### config.mk
export PLATFORM = sky130hd
export DESIGN_NAME = stack_calculator_engine
export DESIGN_NICKNAME = d
export VERILOG_FILES = /design/src/sv/sce_pkg.sv /design/src/sv/sce_iter_unit.sv /design/src/sv/stack_calculator_engine.sv
export SDC_FILE = /design/constraint.sdc
export NUM_CORES = 2
export LEC_CHECK = 0
export BUFFER_PORTS_ARGS = -buffer_cell sky130_fd_sc_hd__clkbuf_2
export CORE_UTILIZATION = 62
export CTS_CLUSTER_DIAMETER = 30
export CTS_CLUSTER_SIZE = 16
export DETAILED_ROUTE_END_ITERATION = 10
export HOLD_SLACK_MARGIN = 0.03
export PLACE_DENSITY_LB_ADDON = 0.15
export SETUP_SLACK_MARGIN = 0.02
export SYNTH_ARGS = -nofsm -noshare
export SYNTH_HDL_FRONTEND = slang
export SYNTH_SLANG_ARGS = --single-unit
### constraint.sdc
create_clock -name clock -period 6 [get_ports clock]
set_input_delay 0.6 -clock clock [delete_from_list [all_inputs] [get_ports clock]]
set_output_delay 0.6 -clock clock [all_outputs]
set_load 0.005 [all_outputs]
### src/sv/sce_pkg.sv
`timescale 1ns / 1ps
// ----------------------------------------------------------------------------
// sce_pkg: shared types and codes for the stack calculator engine
// Request and response word layouts, command and status codes, and the
// control word of the iterative multiply/divide unit.
// ----------------------------------------------------------------------------
package sce_pkg;

   localparam logic [3:0] CMD_PUSH  = 4'd0;
   localparam logic [3:0] CMD_POP   = 4'd1;
   localparam logic [3:0] CMD_CLEAR = 4'd2;
   localparam logic [3:0] CMD_ADD   = 4'd3;
   localparam logic [3:0] CMD_SUB   = 4'd4;
   localparam logic [3:0] CMD_MUL   = 4'd5;
   localparam logic [3:0] CMD_DIV   = 4'd6;
   localparam logic [3:0] CMD_MOD   = 4'd7;
   localparam logic [3:0] CMD_NEQ   = 4'd8;
   localparam logic [3:0] CMD_EQ    = 4'd9;
   localparam logic [3:0] CMD_LT    = 4'd10;
   localparam logic [3:0] CMD_LE    = 4'd11;
   localparam logic [3:0] CMD_GT    = 4'd12;
   localparam logic [3:0] CMD_GE    = 4'd13;

   localparam logic [1:0] ST_OK        = 2'd0;
   localparam logic [1:0] ST_UNDERFLOW = 2'd1;
   localparam logic [1:0] ST_OVERFLOW  = 2'd2;
   localparam logic [1:0] ST_DIV_ZERO  = 2'd3;

   typedef struct packed {
      logic [3:0]          command;
      logic signed [31:0]  push_value;
   } req_type;

   typedef struct packed {
      logic signed [31:0]  top_value;
      logic                not_empty;
      logic [4:0]          stack_depth;
      logic                compare_flag;
      logic [1:0]          status;
   } rsp_type;

   typedef struct packed {
      logic start;
      logic is_div;
   } unit_ctl_type;

endpackage

### src/sv/sce_iter_unit.sv
`timescale 1ns / 1ps
// ----------------------------------------------------------------------------
// sce_iter_unit: iterative unsigned multiply / restoring divide
// One shared 33-bit adder does a shift-add multiply step or a restoring
// divide step per cycle. Multiply: 32 steps, product in {hi, lo[31:0]}.
// Divide: 32+FRAC_BITS steps, quotient in lo, remainder in hi.
// ----------------------------------------------------------------------------
module sce_iter_unit #(
   parameter int FRAC_BITS = 16
) (
   input  logic                          clock,
   input  logic                          reset,
   input  sce_pkg::unit_ctl_type         ctl,
   input  logic [32+FRAC_BITS-1:0]       op_x,
   input  logic [31:0]                   op_y,
   output logic                          done,
   output logic [31:0]                   result_hi,
   output logic [32+FRAC_BITS-1:0]       result_lo
);

   localparam int DVD_W = 32 + FRAC_BITS;
   localparam int CNT_W = $clog2(DVD_W + 1);

   logic [31:0]       hi_ff, hi_in;
   logic [DVD_W-1:0]  lo_ff, lo_in;
   logic [31:0]       y_ff;
   logic              is_div_ff;
   logic [CNT_W-1:0]  count_ff;
   logic              running_ff;
   logic              done_ff;

   logic [32:0]       add_a, add_b;
   logic              add_sub;
   logic [33:0]       add_sum;
   logic [32:0]       shifted;

   assign shifted = {hi_ff, lo_ff[DVD_W-1]};

   always_comb begin
      if (is_div_ff) begin
         add_a   = shifted;
         add_b   = {1'b0, y_ff};
         add_sub = 1'b1;
      end else begin
         add_a   = {1'b0, hi_ff};
         add_b   = {1'b0, lo_ff[0] ? y_ff : 32'd0};
         add_sub = 1'b0;
      end
      add_sum = {1'b0, add_a} + {1'b0, add_sub ? ~add_b : add_b} + {33'd0, add_sub};
   end

   always_comb begin
      lo_in = lo_ff;
      if (is_div_ff) begin
         // carry out set: no borrow, quotient bit is one
         hi_in = add_sum[33] ? add_sum[31:0] : shifted[31:0];
         lo_in = {lo_ff[DVD_W-2:0], add_sum[33]};
      end else begin
         hi_in       = add_sum[32:1];
         lo_in[31:0] = {add_sum[0], lo_ff[31:1]};
      end
   end

   always_ff @(posedge clock) begin
      if (reset) begin
         running_ff <= 1'b0;
         done_ff    <= 1'b0;
      end else begin
         done_ff <= 1'b0;
         if (ctl.start) begin
            running_ff <= 1'b1;
         end else if (running_ff && (count_ff == '0)) begin
            running_ff <= 1'b0;
            done_ff    <= 1'b1;
         end
      end
   end

   always_ff @(posedge clock) begin
      if (ctl.start) begin
         hi_ff     <= '0;
         lo_ff     <= op_x;
         y_ff      <= op_y;
         is_div_ff <= ctl.is_div;
         count_ff  <= ctl.is_div ? CNT_W'(DVD_W - 1) : CNT_W'(31);
      end else if (running_ff) begin
         hi_ff    <= hi_in;
         lo_ff    <= lo_in;
         count_ff <= count_ff - CNT_W'(1);
      end
   end

   assign done      = done_ff;
   assign result_hi = hi_ff;
   assign result_lo = lo_ff;

   a_done_after_run: assert property (@(posedge clock) disable iff (reset)
      done_ff |-> $past(running_ff) && !running_ff)
      else $error("unit done without a finished run");

   a_no_restart: assert property (@(posedge clock) disable iff (reset)
      running_ff |-> !ctl.start)
      else $error("unit started while running");

   a_div_rem_bound: assert property (@(posedge clock) disable iff (reset)
      done_ff && is_div_ff |-> hi_ff < y_ff)
      else $error("remainder not below divisor");

endmodule

### src/sv/stack_calculator_engine.sv
`timescale 1ns / 1ps
// ----------------------------------------------------------------------------
// stack_calculator_engine: RPN operand stack of signed fixed-point values
// From accept: S_DISPATCH, then S_TOP_RD for push/pop/clear/unused and
// underflow; else S_READ_B, S_READ_A, S_EXEC, where compares and a zero
// divisor go to S_TOP_RD, add/sub via S_WRITE, mul (32 shift-add steps) and
// div/mod (one restoring step per dividend bit) via the shared iterative
// unit, S_FIX and S_WRITE. Reads use the registered stack RAM port. busy is
// high from accept until the strobe cycle; the next word may start in the
// strobe cycle. Synchronous reset empties the stack; RAM is not cleared.
// ----------------------------------------------------------------------------
module stack_calculator_engine #(
   parameter int STACK_DEPTH = 16,
   parameter int FRAC_BITS   = 16
) (
   input  logic              clock,
   input  logic              reset,
   input  logic              start,
   output logic              busy,
   input  sce_pkg::req_type  req_word,
   output logic              rsp_strobe,
   output sce_pkg::rsp_type  rsp_word
);

   localparam int PTR_W  = $clog2(STACK_DEPTH + 1);
   localparam int ADDR_W = $clog2(STACK_DEPTH);
   localparam int DVD_W  = 32 + FRAC_BITS;
   localparam logic [63:0] ROUND_UP = (64'd1 << FRAC_BITS) - 64'd1;

   typedef enum logic [8:0] {
      S_IDLE      = 9'b000000001,
      S_DISPATCH  = 9'b000000010,
      S_READ_B    = 9'b000000100,
      S_READ_A    = 9'b000001000,
      S_EXEC      = 9'b000010000,
      S_UNIT_WAIT = 9'b000100000,
      S_FIX       = 9'b001000000,
      S_WRITE     = 9'b010000000,
      S_TOP_RD    = 9'b100000000
   } state_type;

   // S_TOP_RD issues the top read; the response is built on the following
   // cycle, marked by rsp_pend_ff.
   state_type          state_ff, state_in;
   logic               rsp_pend_ff, rsp_pend_in;
   logic [3:0]         cmd_ff, cmd_in;
   logic [31:0]        pv_ff, pv_in;
   logic [PTR_W-1:0]   sp_ff, sp_in;
   logic [1:0]         status_ff, status_in;
   logic               cmp_ff, cmp_in;
   logic [31:0]        a_ff, a_in;
   logic [31:0]        b_ff, b_in;
   logic [31:0]        res_ff, res_in;
   sce_pkg::rsp_type   rsp_word_ff, rsp_word_in;
   logic               rsp_strobe_ff, rsp_strobe_in;

   logic [31:0]        mem [STACK_DEPTH];
   logic [31:0]        rd_data_ff;
   logic [ADDR_W-1:0]  rd_addr;
   logic               mem_we;
   logic [ADDR_W-1:0]  mem_waddr;
   logic [31:0]        mem_wdata;

   sce_pkg::unit_ctl_type unit_ctl;
   logic [DVD_W-1:0]   unit_x;
   logic [31:0]        unit_y;
   logic               unit_done;
   logic [31:0]        unit_hi;
   logic [DVD_W-1:0]   unit_lo;

   logic [PTR_W-1:0]   sp_m1, sp_m2;
   logic [PTR_W+4:0]   sp_ext;
   logic [31:0]        mag_a, mag_b, mag_b_int;
   logic [32:0]        sum33, diff33;
   logic               lt, eq, prod_neg;
   logic [63:0]        prod, mul_mag;
   logic [31:0]        rem_signed;

   function automatic logic [31:0] sat33(input logic [32:0] v);
      if (v[32] != v[31]) begin
         return v[32] ? 32'h8000_0000 : 32'h7FFF_FFFF;
      end
      return v[31:0];
   endfunction

   function automatic logic [31:0] sat_mag(input logic neg, input logic [63:0] mag);
      if (!neg) begin
         return (mag > 64'h7FFF_FFFF) ? 32'h7FFF_FFFF : mag[31:0];
      end
      return (mag > 64'h8000_0000) ? 32'h8000_0000 : (~mag[31:0] + 32'd1);
   endfunction

   assign sp_m1  = sp_ff - PTR_W'(1);
   assign sp_m2  = sp_ff - PTR_W'(2);
   assign sp_ext = {5'd0, sp_ff};

   assign mag_a     = rd_data_ff[31] ? (~rd_data_ff + 32'd1) : rd_data_ff;
   assign mag_b     = b_ff[31] ? (~b_ff + 32'd1) : b_ff;
   assign mag_b_int = mag_b >> FRAC_BITS;

   assign sum33  = {rd_data_ff[31], rd_data_ff} + {b_ff[31], b_ff};
   assign diff33 = {rd_data_ff[31], rd_data_ff} - {b_ff[31], b_ff};
   assign lt     = diff33[32];
   assign eq     = (rd_data_ff == b_ff);

   assign prod_neg   = a_ff[31] ^ b_ff[31];
   assign prod       = {unit_hi, unit_lo[31:0]};
   assign mul_mag    = prod_neg ? ((prod + ROUND_UP) >> FRAC_BITS) : (prod >> FRAC_BITS);
   assign rem_signed = a_ff[31] ? (~unit_hi + 32'd1) : unit_hi;

   always_comb begin
      state_in      = state_ff;
      rsp_pend_in   = 1'b0;
      cmd_in        = cmd_ff;
      pv_in         = pv_ff;
      sp_in         = sp_ff;
      status_in     = status_ff;
      cmp_in        = cmp_ff;
      a_in          = a_ff;
      b_in          = b_ff;
      res_in        = res_ff;
      rsp_word_in   = rsp_word_ff;
      rsp_strobe_in = 1'b0;
      rd_addr       = sp_m1[ADDR_W-1:0];
      mem_we        = 1'b0;
      mem_waddr     = sp_ff[ADDR_W-1:0];
      mem_wdata     = pv_ff;
      unit_ctl      = '0;
      unit_x        = DVD_W'(mag_a);
      unit_y        = mag_b;

      if (rsp_pend_ff) begin
         rsp_word_in.top_value    = (sp_ff == '0) ? 32'sd0 : rd_data_ff;
         rsp_word_in.not_empty    = (sp_ff != '0);
         rsp_word_in.stack_depth  = sp_ext[4:0];
         rsp_word_in.compare_flag = cmp_ff;
         rsp_word_in.status       = status_ff;
         rsp_strobe_in            = 1'b1;
      end

      unique case (state_ff)
         S_IDLE: begin
            if (start && !rsp_pend_ff) begin
               cmd_in    = req_word.command;
               pv_in     = req_word.push_value;
               status_in = sce_pkg::ST_OK;
               cmp_in    = 1'b0;
               state_in  = S_DISPATCH;
            end
         end
         S_DISPATCH: begin
            state_in = S_TOP_RD;
            unique case (cmd_ff) inside
               sce_pkg::CMD_PUSH: begin
                  if (sp_ff >= PTR_W'(STACK_DEPTH)) begin
                     status_in = sce_pkg::ST_OVERFLOW;
                  end else begin
                     mem_we = 1'b1;
                     sp_in  = sp_ff + PTR_W'(1);
                  end
               end
               sce_pkg::CMD_POP: begin
                  if (sp_ff == '0) begin
                     status_in = sce_pkg::ST_UNDERFLOW;
                  end else begin
                     sp_in = sp_m1;
                  end
               end
               sce_pkg::CMD_CLEAR: begin
                  sp_in = '0;
               end
               sce_pkg::CMD_ADD, sce_pkg::CMD_SUB, sce_pkg::CMD_MUL, sce_pkg::CMD_DIV,
               sce_pkg::CMD_MOD, sce_pkg::CMD_NEQ, sce_pkg::CMD_EQ, sce_pkg::CMD_LT,
               sce_pkg::CMD_LE, sce_pkg::CMD_GT, sce_pkg::CMD_GE: begin
                  if (sp_ff < PTR_W'(2)) begin
                     status_in = sce_pkg::ST_UNDERFLOW;
                  end else begin
                     state_in = S_READ_B;
                  end
               end
               default: begin
               end
            endcase
         end
         S_READ_B: begin
            state_in = S_READ_A;
         end
         S_READ_A: begin
            b_in     = rd_data_ff;
            rd_addr  = sp_m2[ADDR_W-1:0];
            state_in = S_EXEC;
         end
         S_EXEC: begin
            a_in = rd_data_ff;
            unique case (cmd_ff) inside
               sce_pkg::CMD_ADD: begin
                  res_in   = sat33(sum33);
                  state_in = S_WRITE;
               end
               sce_pkg::CMD_SUB: begin
                  res_in   = sat33(diff33);
                  state_in = S_WRITE;
               end
               sce_pkg::CMD_MUL: begin
                  unit_ctl.start = 1'b1;
                  state_in       = S_UNIT_WAIT;
               end
               sce_pkg::CMD_DIV: begin
                  if (b_ff == '0) begin
                     status_in = sce_pkg::ST_DIV_ZERO;
                     state_in  = S_TOP_RD;
                  end else begin
                     unit_ctl.start  = 1'b1;
                     unit_ctl.is_div = 1'b1;
                     unit_x          = DVD_W'(mag_a) << FRAC_BITS;
                     state_in        = S_UNIT_WAIT;
                  end
               end
               sce_pkg::CMD_MOD: begin
                  unit_x = DVD_W'(mag_a >> FRAC_BITS);
                  unit_y = mag_b_int;
                  if (mag_b_int == '0) begin
                     status_in = sce_pkg::ST_DIV_ZERO;
                     state_in  = S_TOP_RD;
                  end else begin
                     unit_ctl.start  = 1'b1;
                     unit_ctl.is_div = 1'b1;
                     state_in        = S_UNIT_WAIT;
                  end
               end
               default: begin
                  unique case (cmd_ff)
                     sce_pkg::CMD_NEQ: cmp_in = !eq;
                     sce_pkg::CMD_EQ:  cmp_in = eq;
                     sce_pkg::CMD_LT:  cmp_in = lt;
                     sce_pkg::CMD_LE:  cmp_in = lt || eq;
                     sce_pkg::CMD_GT:  cmp_in = !(lt || eq);
                     default:          cmp_in = !lt;
                  endcase
                  sp_in    = sp_m2;
                  state_in = S_TOP_RD;
               end
            endcase
         end
         S_UNIT_WAIT: begin
            if (unit_done) begin
               state_in = S_FIX;
            end
         end
         S_FIX: begin
            unique case (cmd_ff)
               sce_pkg::CMD_MUL: res_in = sat_mag(prod_neg, mul_mag);
               sce_pkg::CMD_DIV: res_in = sat_mag(prod_neg, 64'(unit_lo));
               default:          res_in = rem_signed << FRAC_BITS;
            endcase
            state_in = S_WRITE;
         end
         S_WRITE: begin
            mem_we    = 1'b1;
            mem_waddr = sp_m2[ADDR_W-1:0];
            mem_wdata = res_ff;
            sp_in     = sp_m1;
            state_in  = S_TOP_RD;
         end
         S_TOP_RD: begin
            rsp_pend_in = 1'b1;
            state_in    = S_IDLE;
         end
         default: begin
            state_in = S_IDLE;
         end
      endcase
   end

   always_ff @(posedge clock) begin
      if (reset) begin
         state_ff      <= S_IDLE;
         rsp_pend_ff   <= 1'b0;
         sp_ff         <= '0;
         rsp_strobe_ff <= 1'b0;
      end else begin
         state_ff      <= state_in;
         rsp_pend_ff   <= rsp_pend_in;
         sp_ff         <= sp_in;
         rsp_strobe_ff <= rsp_strobe_in;
      end
   end

   always_ff @(posedge clock) begin
      cmd_ff      <= cmd_in;
      pv_ff       <= pv_in;
      status_ff   <= status_in;
      cmp_ff      <= cmp_in;
      a_ff        <= a_in;
      b_ff        <= b_in;
      res_ff      <= res_in;
      rsp_word_ff <= rsp_word_in;
   end

   always_ff @(posedge clock) begin
      if (mem_we) begin
         mem[mem_waddr] <= mem_wdata;
      end
      rd_data_ff <= mem[rd_addr];
   end

   sce_iter_unit #(
      .FRAC_BITS (FRAC_BITS)
   ) u_iter (
      .clock     (clock),
      .reset     (reset),
      .ctl       (unit_ctl),
      .op_x      (unit_x),
      .op_y      (unit_y),
      .done      (unit_done),
      .result_hi (unit_hi),
      .result_lo (unit_lo)
   );

   assign busy       = (state_ff != S_IDLE) || rsp_pend_ff;
   assign rsp_strobe = rsp_strobe_ff;
   assign rsp_word   = rsp_word_ff;

   a_sp_bound: assert property (@(posedge clock) disable iff (reset)
      sp_ff <= PTR_W'(STACK_DEPTH))
      else $error("stack pointer beyond depth");

   a_accept_busy: assert property (@(posedge clock) disable iff (reset)
      start && !busy |=> busy)
      else $error("accepted word did not raise busy");

   a_strobe_single: assert property (@(posedge clock) disable iff (reset)
      rsp_strobe |=> !rsp_strobe)
      else $error("response strobe held longer than one cycle");

   a_flag_on_error: assert property (@(posedge clock) disable iff (reset)
      rsp_strobe && (rsp_word.status != sce_pkg::ST_OK) |-> !rsp_word.compare_flag)
      else $error("compare flag set on failed command");

   a_unit_done_wait: assert property (@(posedge clock) disable iff (reset)
      unit_done |-> state_ff == S_UNIT_WAIT)
      else $error("unit finished outside wait state");

endmodule

Word level (Yosys, flattened, before mapping)
Memories as Yosys holds them, arrays and structs flattened. A register that Yosys moved wholly into a read port is not among the register bits.
Cells that the tools add are included.

storage, ports and cells
  word-level logic and storage cells = 219
  flip-flop bits (word level) = 313
  latch bits = 0
  memories kept = 1
  bits in read-only memories = 0
  RAM bits = 512
  output and inout port bits = 43

memory list
  memory  depth  bits a word  read ports  clocked after Yosys merged registers in  wr ports  line                           source
  mem     16     32           1           1                                        1         stack_calculator_engine.sv:57  logic [31:0] mem [STACK_DEPTH];

operators by class
  bitwise logic cells = 7
  $mul = 0
  add/sub/neg operators = 14
  div/mod/pow operators = 0
  mux-type cells = 95
  shifts and indexed selects = 0
  magnitude comparators = 6
  equal/unequal tests = 40
  reductions and logical operators = 32

operators with widths
  operator                                                         number
  two-way mux 32 bit                                               24
  two-way mux 48 bit                                               5
  case mux 32 bit (2 select lines)                                 3
  adder 32 x 1 -> 32 bit, second input constant                    4
  inverter 32 bit                                                  4
  greater-than comparator 48 x 31 -> 1 bit, second input constant  2
  greater-than comparator 48 x 32 -> 1 bit, second input constant  2
  case mux 48 bit (2 select lines)                                 1
  case mux 9 bit (8 select lines)                                  1
  two-way mux 33 bit                                               2
  adder 64 x 16 -> 64 bit, second input constant                   1
  zero test 32 bit                                                 2
  two-way mux 9 bit                                                6
  case mux 9 bit (4 select lines)                                  1
  adder 33 x 33 -> 34 bit                                          1
  adder 34 x 1 -> 34 bit                                           1
  adder 32 x 32 -> 33 bit                                          1
  inverter 32 -> 33 bit                                            1
  subtractor 32 x 32 -> 33 bit                                     1
  == test 32 bit                                                   1
  two-way mux 16 bit                                               2
  case mux 5 bit (3 select lines)                                  2
  inequality test 3 bit, second input constant                     9
  == test 4 bit, second input constant                             6
  52 further kinds                                                 111

Longest topological paths before layout
  depth after elaboration = 9
  depth in mapped cells = 21
  mapped depth without buffers = 18

Hierarchy
A second synthesis with hierarchy kept.

second synthesis, totals
  cell total of the unflattened synthesis = 3878
  area, all modules = 44866.8 sq um

by module, submodules not included
  module                   times used  cells each  area an instance (sq um)  seq. area each (sq um)
  stack_calculator_engine  1           3067        36959.2                   20689.8
  sce_iter_unit            1           811         7907.6                    3293.2

Worst setup path before layout
No wires, ideal clock.

  path type = register -> register
  start point = register state_ff[0]
  end point = register rd_data_ff[10], read port of mem
  path buffers = 4
  required time = 5.867 ns
  setup time = 0.133 ns
  path slack = 0.925 ns
  cell stages (with the launch flop) = 12
  arrival time = 4.943 ns
  cell sequence = dfxtp_1 > or4_1 > nor4_1 > and3b_1 > clkbuf_1 > mux2i_1 > buf_1 > clkbuf_1 > buf_1 > mux4_2 > mux2i_1 > a21oi_1

between the ends
  longest elaborated chain between the ends = 2

RTL lines
  what                      line                            source
  start: declaration        stack_calculator_engine.sv:44   state_type state_ff, state_in;
  start signal: assignment  stack_calculator_engine.sv:282  state_ff <= state_in;
  == test 9 x 4 -> 1 bit    stack_calculator_engine.sv:141  unique case (state_ff)
  two-way mux 4 bit         stack_calculator_engine.sv:141
  end: declaration          stack_calculator_engine.sv:58   logic [31:0] rd_data_ff;

Every way passes these cells.
A chain may end at the register's enable or synchronous reset.

Worst setup path after layout
  start point = register u_iter.lo_ff[19] (netlist: u_iter.result_lo[19])
  end point = register res_ff[14] (data pin)

between the ends
  longest elaborated chain between the ends = 8

RTL lines
  what                                                                                line                                                          source
  start: declaration                                                                  sce_iter_unit.sv:25                                           logic [DVD_W-1:0] lo_ff, lo_in;
  start signal: assignment                                                            sce_iter_unit.sv:82                                           lo_ff <= op_x;
  start signal: assignment                                                            sce_iter_unit.sv:88                                           lo_ff <= lo_in;
  adder 64 x 16 -> 64 bit                                                             stack_calculator_engine.sv:108                                assign mul_mag = prod_neg ? ((prod + ROUND_UP) >> FRAC_BITS) : (prod >> FRAC_BITS);
  two-way mux 48 bit                                                                  stack_calculator_engine.sv:108
  greater-than comparator 48 x 31 -> 1 bit / inverter 32 bit (equally long branches)  stack_calculator_engine.sv:88, stack_calculator_engine.sv:90
  two-way mux 32 bit / adder 32 x 1 -> 32 bit (equally long branches)                 stack_calculator_engine.sv:88, stack_calculator_engine.sv:90
  two-way mux 32 bit (on tied branches)                                               stack_calculator_engine.sv:87, stack_calculator_engine.sv:90
  two-way mux 32 bit                                                                  stack_calculator_engine.sv:90                                 return (mag > 64'h8000_0000) ? 32'h8000_0000 : (~mag[31:0] + 32'd1);
  case mux 32 bit (2 select lines) (*)                                                stack_calculator_engine.sv:251                                unique case (cmd_ff)
  case mux 32 bit (2 select lines) (*)                                                stack_calculator_engine.sv:141
  via res_in[14]                                                                      stack_calculator_engine.sv:53                                 logic [31:0] res_ff, res_in;
  end signal: assignment                                                              stack_calculator_engine.sv:296                                res_ff <= res_in;
  end: declaration                                                                    stack_calculator_engine.sv:53

The timed path passes the listed nets; every way through them passes the cells marked *. The select of a mux whose other input is x is not followed.

==> impl_metrics.json <==
{
  "post_synth_mux_area_share": 0.08590,
  "die-area_um2": 73040,
  "grt_util_all_layers": 0.4395,
  "coreArea_um2": 70640,
  "yosysSeqAreaShare": 0.5376,
  "layout.filler_cells": 4634,
  "area_growth_syn_to_layout_pct": 15.94,
  "async_flop_share": 0,
  "critical-path-top-cell-by-count": "sky130_fd_sc_hd__nor4_1",
  "post_cts.repair.setup_buffers": 0,
  "dominant_combinational_cell_family_by_area_after_synthesis": "simple AND/OR/NAND/NOR gates",
  "clock-skew-final_ns": 0.07476,
  "tns_ns": 0,
  "cp_cell_sequence": "and4_1 > nand4_1 > nor4_1 > a41oi_1 > a211o_1 > nor4_1 > buf_4 > nor2b_2 > o21ai_2 > a221o_1 > a311oi_1",
  "syn-num-nets": 4077,
  "synth_edf_count": 744,
  "hold-path-endpoint": "pv_ff[17]",
  "postSynthRegisterBits": 826,
  "min-delay-path-class": "in2reg",
  "status": "finished, violations left",
  "synth_cell_types": 93,
  "worstReg2RegStart": "u_iter.result_lo[19]",
  "worst-path-max-fanout": 14,
  "grt_first_pass_wirelength_um": 234000,
  "post-route-min-period_ns": 5.530,
  "drc_violations_left": 2,
  "rr_endpoint": "res_ff[14]",
  "hold_slack_ns": 0.04494,
  "routedWlPerCell_um": 31.55,
  "dr.first_iter.drc_count": 5205,
  "required_ns": 6.54,
  "synth_cells": 3925,
  "drt_first_pass_iters": 9,
  "hold_start": "req_word[17]",
  "initial_core_util": 0.6316,
  "placement.io_buffers": 81,
  "clock-root-buffer": "sky130_fd_sc_hd__clkbuf_16",
  "power-per-cell-area_nw_per_um2": 301.8,
  "cp-start-kind": "flip-flop",
  "synth-main-ff-cell": "sky130_fd_sc_hd__edfxtp_1",
  "crit_path_max_incr_delay_ns": 1.41,
  "max_cap_viols": 1,
  "chipWidth_um": 270.3,
  "cts-resized-gates": 0,
  "relSlewSlack": -0.1067,
  "number_of_levels_in_the_clock_h_tree": 4,
  "cts_buffers": 143,
  "setup_slack_on_the_worst_flop_to_flop_path_ns": 0.47,
  "share_of_synthesized_cell_area_in_full_adder_half_adder_and_majority_cells": 0.03242,
  "initial_antenna_violation_count": 4,
  "timing.hold.worst_path_depth": 1,
  "min_period_over_period": 0.9217,
  "synth_area_um2": 44610,
  "tightestPinTransition_ns": 1.645,
  "finalNetCount": 4184,
  "synthesized_area_fraction_occupied_by_ao_oa_aoi_and_oai_cells": 0.1331,
  "post_cts_hold_buffer_count": 17,
  "via_density_per_instance": 7.040,
  "setup.worst_path.end_class": "flip-flop",
  "design_power_total_mw": 15.61,
  "violations": "design-rule violations, max-capacitance violations, max-slew violations",
  "cellLeakagePower_nw": 18.24,
  "tritoncts": "done",
  "rsz0062_at_grt": "false",
  "floorplan.io_pins": 82,
  "post-dp-hpwl_um": 103200,
  "yosys.area_share.simple": 0.1360,
  "worstRegToRegCells": 11,
  "clock_sinks": 826,
  "grt_max_degree": 113,
  "layout-drive-gt1-share": 0.1633,
  "placement_rows": 97,
  "clock_insertion_delay_worst_skew_ns": 0.76,
  "synth_warnings": 0,
  "arrival_ns": 6.07,
  "fmax_mhz": 180.8,
  "ir_drop_uv": 453.7,
  "drt.antenna.violating_nets": 0,
  "finalSetupViolations": 0,
  "synth_area_per_cell_um2": 11.37,
  "cell_area_reported_after_detailed_placement_um2": 46510,
  "cts.clk_slew.worst_paths_ns": 0.06,
  "via_count_of_the_first_global_routing_pass": 34540,
  "critical_path_class": "reg2reg",
  "cts_buffer_depth": 3,
  "place_congestion": 1.104,
  "finalHoldViolations": 0,
  "overflow": 0,
  "synth-xor-area-share": 0.04280,
  "total_wire_length_um": 160800,
  "dieHeight_um": 270.3,
  "timing.critical_path.slowest_stage_cell": "sky130_fd_sc_hd__nor4_1",
  "drv_slew": 4,
  "route.vias.total": 35875,
  "finalInstanceArea_um2": 51720
}
-- critical path, delay by kind of cell, from the launching register on --
kind	cells	cell delay [ns]
buffers and inverters	1	0.26
AND/OR/NAND/NOR	5	2.86
flip-flops	1	0.76
AO/OA/AOI/OAI	5	1.44
-- flip-flops by register name, indices dropped and copies added (netlist names), 2 cells and up --
name              cells
u_iter.result_hi     32
pv_ff                32
b_ff                 32
mem                 512
u_iter.count_ff       6
res_ff               32
sp_ff                 5
rsp_word             41
u_iter.y_ff          32
rd_data_ff           32
cmd_ff                4
u_iter.result_lo     48
state_ff              9
status_ff             2
-- kinds of logic after synthesis --
family | Yosys count
XOR/XNOR | 218
AO/OA/AOI/OAI | 925
flip-flops | 826
buffers and inverters | 375
adder cells (fa/ha/maj) | 114
multiplexers | 219
AND/OR/NAND/NOR | 1248
-- worst max path at each step --
stage | start | end | slack [ns] | cells after the start
after global routing | u_iter.result_lo[0] | res_ff[19] | 0.36 | 19
final | u_iter.result_lo[19] | res_ff[14] | 0.47 | 11
after floorplan | state_ff[0] | rd_data_ff[10] | 0.92 | 11
after CTS | u_iter.result_lo[0] | res_ff[19] | 0.71 | 19
after global placement | u_iter.result_lo[0] | res_ff[14] | 0.87 | 19
after detailed placement | u_iter.result_lo[0] | res_ff[14] | 0.71 | 19
-- report_power, final --
| part | switching [mW] | internal (mW) | total [mW] |
|---|---|---|---|
| combinational | 0.460 | 0.219 | 0.679 |
| sequential | 0.0654 | 6.33 | 6.40 |
| clock | 3.23 | 5.30 | 8.53 |
-- cell type report --
type,instances,area [um^2],share of cell area
multi-input combinational,2724,19450,0.3761
antenna,3,7.507,0.0001451
sequential,826,23980,0.4637
clock inverter,97,1344,0.02598
tap,940,1176,0.02274
inverter,111,416.7,0.008055
timing repair buffer,226,1649,0.03188
clock buffer,169,3696,0.07146
-- through the flow --
step	setup WS [ns]	cells	utilization
2_1_floorplan	0.9247	3925	-
3_3_place_gp	0.8651	4810	0.6584
3_5_place_dp	0.7114	4810	0.6584
4_1_cts	0.7116	5093	0.7322
5_1_grt	0.3598	5093	0.7322
6_report	0.4697	5096	0.7323
-- metal layers --
| metal | vias to the layer above | routed length [um] | track usage |
|---|---|---|---|
| met4 | 2 | 12720 | 0.2935 |
| met3 | 678 | 18150 | 0.1031 |
| met5 | - | 13 | 0 |
| met2 | 2793 | 73840 | 0.6952 |
| li1 | 15157 | - | - |
| met1 | 17245 | 56080 | 0.5403 |
-- synthesized netlist by cell type, drive strengths merged (39+ instances only) --
cell type	count	area, um^2
nor2b	87	546.8
nor2	291	1092
ha	110	1376
nand4	40	250.2
edfxtp	744	22340
a211oi	85	638.1
inv	110	412.9
mux2i	60	600.6
xnor2	149	1305
nor3	73	370.4
a31oi	39	244.0
clkbuf	213	800.8
buf	51	219.0
nor4	64	427.9
o21ai	193	973.4
nand2	416	1562
dfxtp	82	1642
nand3	67	335.3
a21oi	285	1426
mux4	128	2883
xor2	69	604.3
-- layout by cell type (no fill, tap or decap), types with 110 or more instances in the layout --
cell	netlist	routed
sky130_fd_sc_hd__o21ai_0	191	191
sky130_fd_sc_hd__edfxtp_1	744	744
sky130_fd_sc_hd__mux4_2	128	128
sky130_fd_sc_hd__buf_4	2	119
sky130_fd_sc_hd__inv_1	110	110
sky130_fd_sc_hd__nand2_1	416	416
sky130_fd_sc_hd__xnor2_1	149	146
sky130_fd_sc_hd__a21oi_1	285	283
sky130_fd_sc_hd__clkbuf_16	0	143
sky130_fd_sc_hd__ha_1	110	110
sky130_fd_sc_hd__nor2_1	291	278
Power figures use the tool's default switching activity.
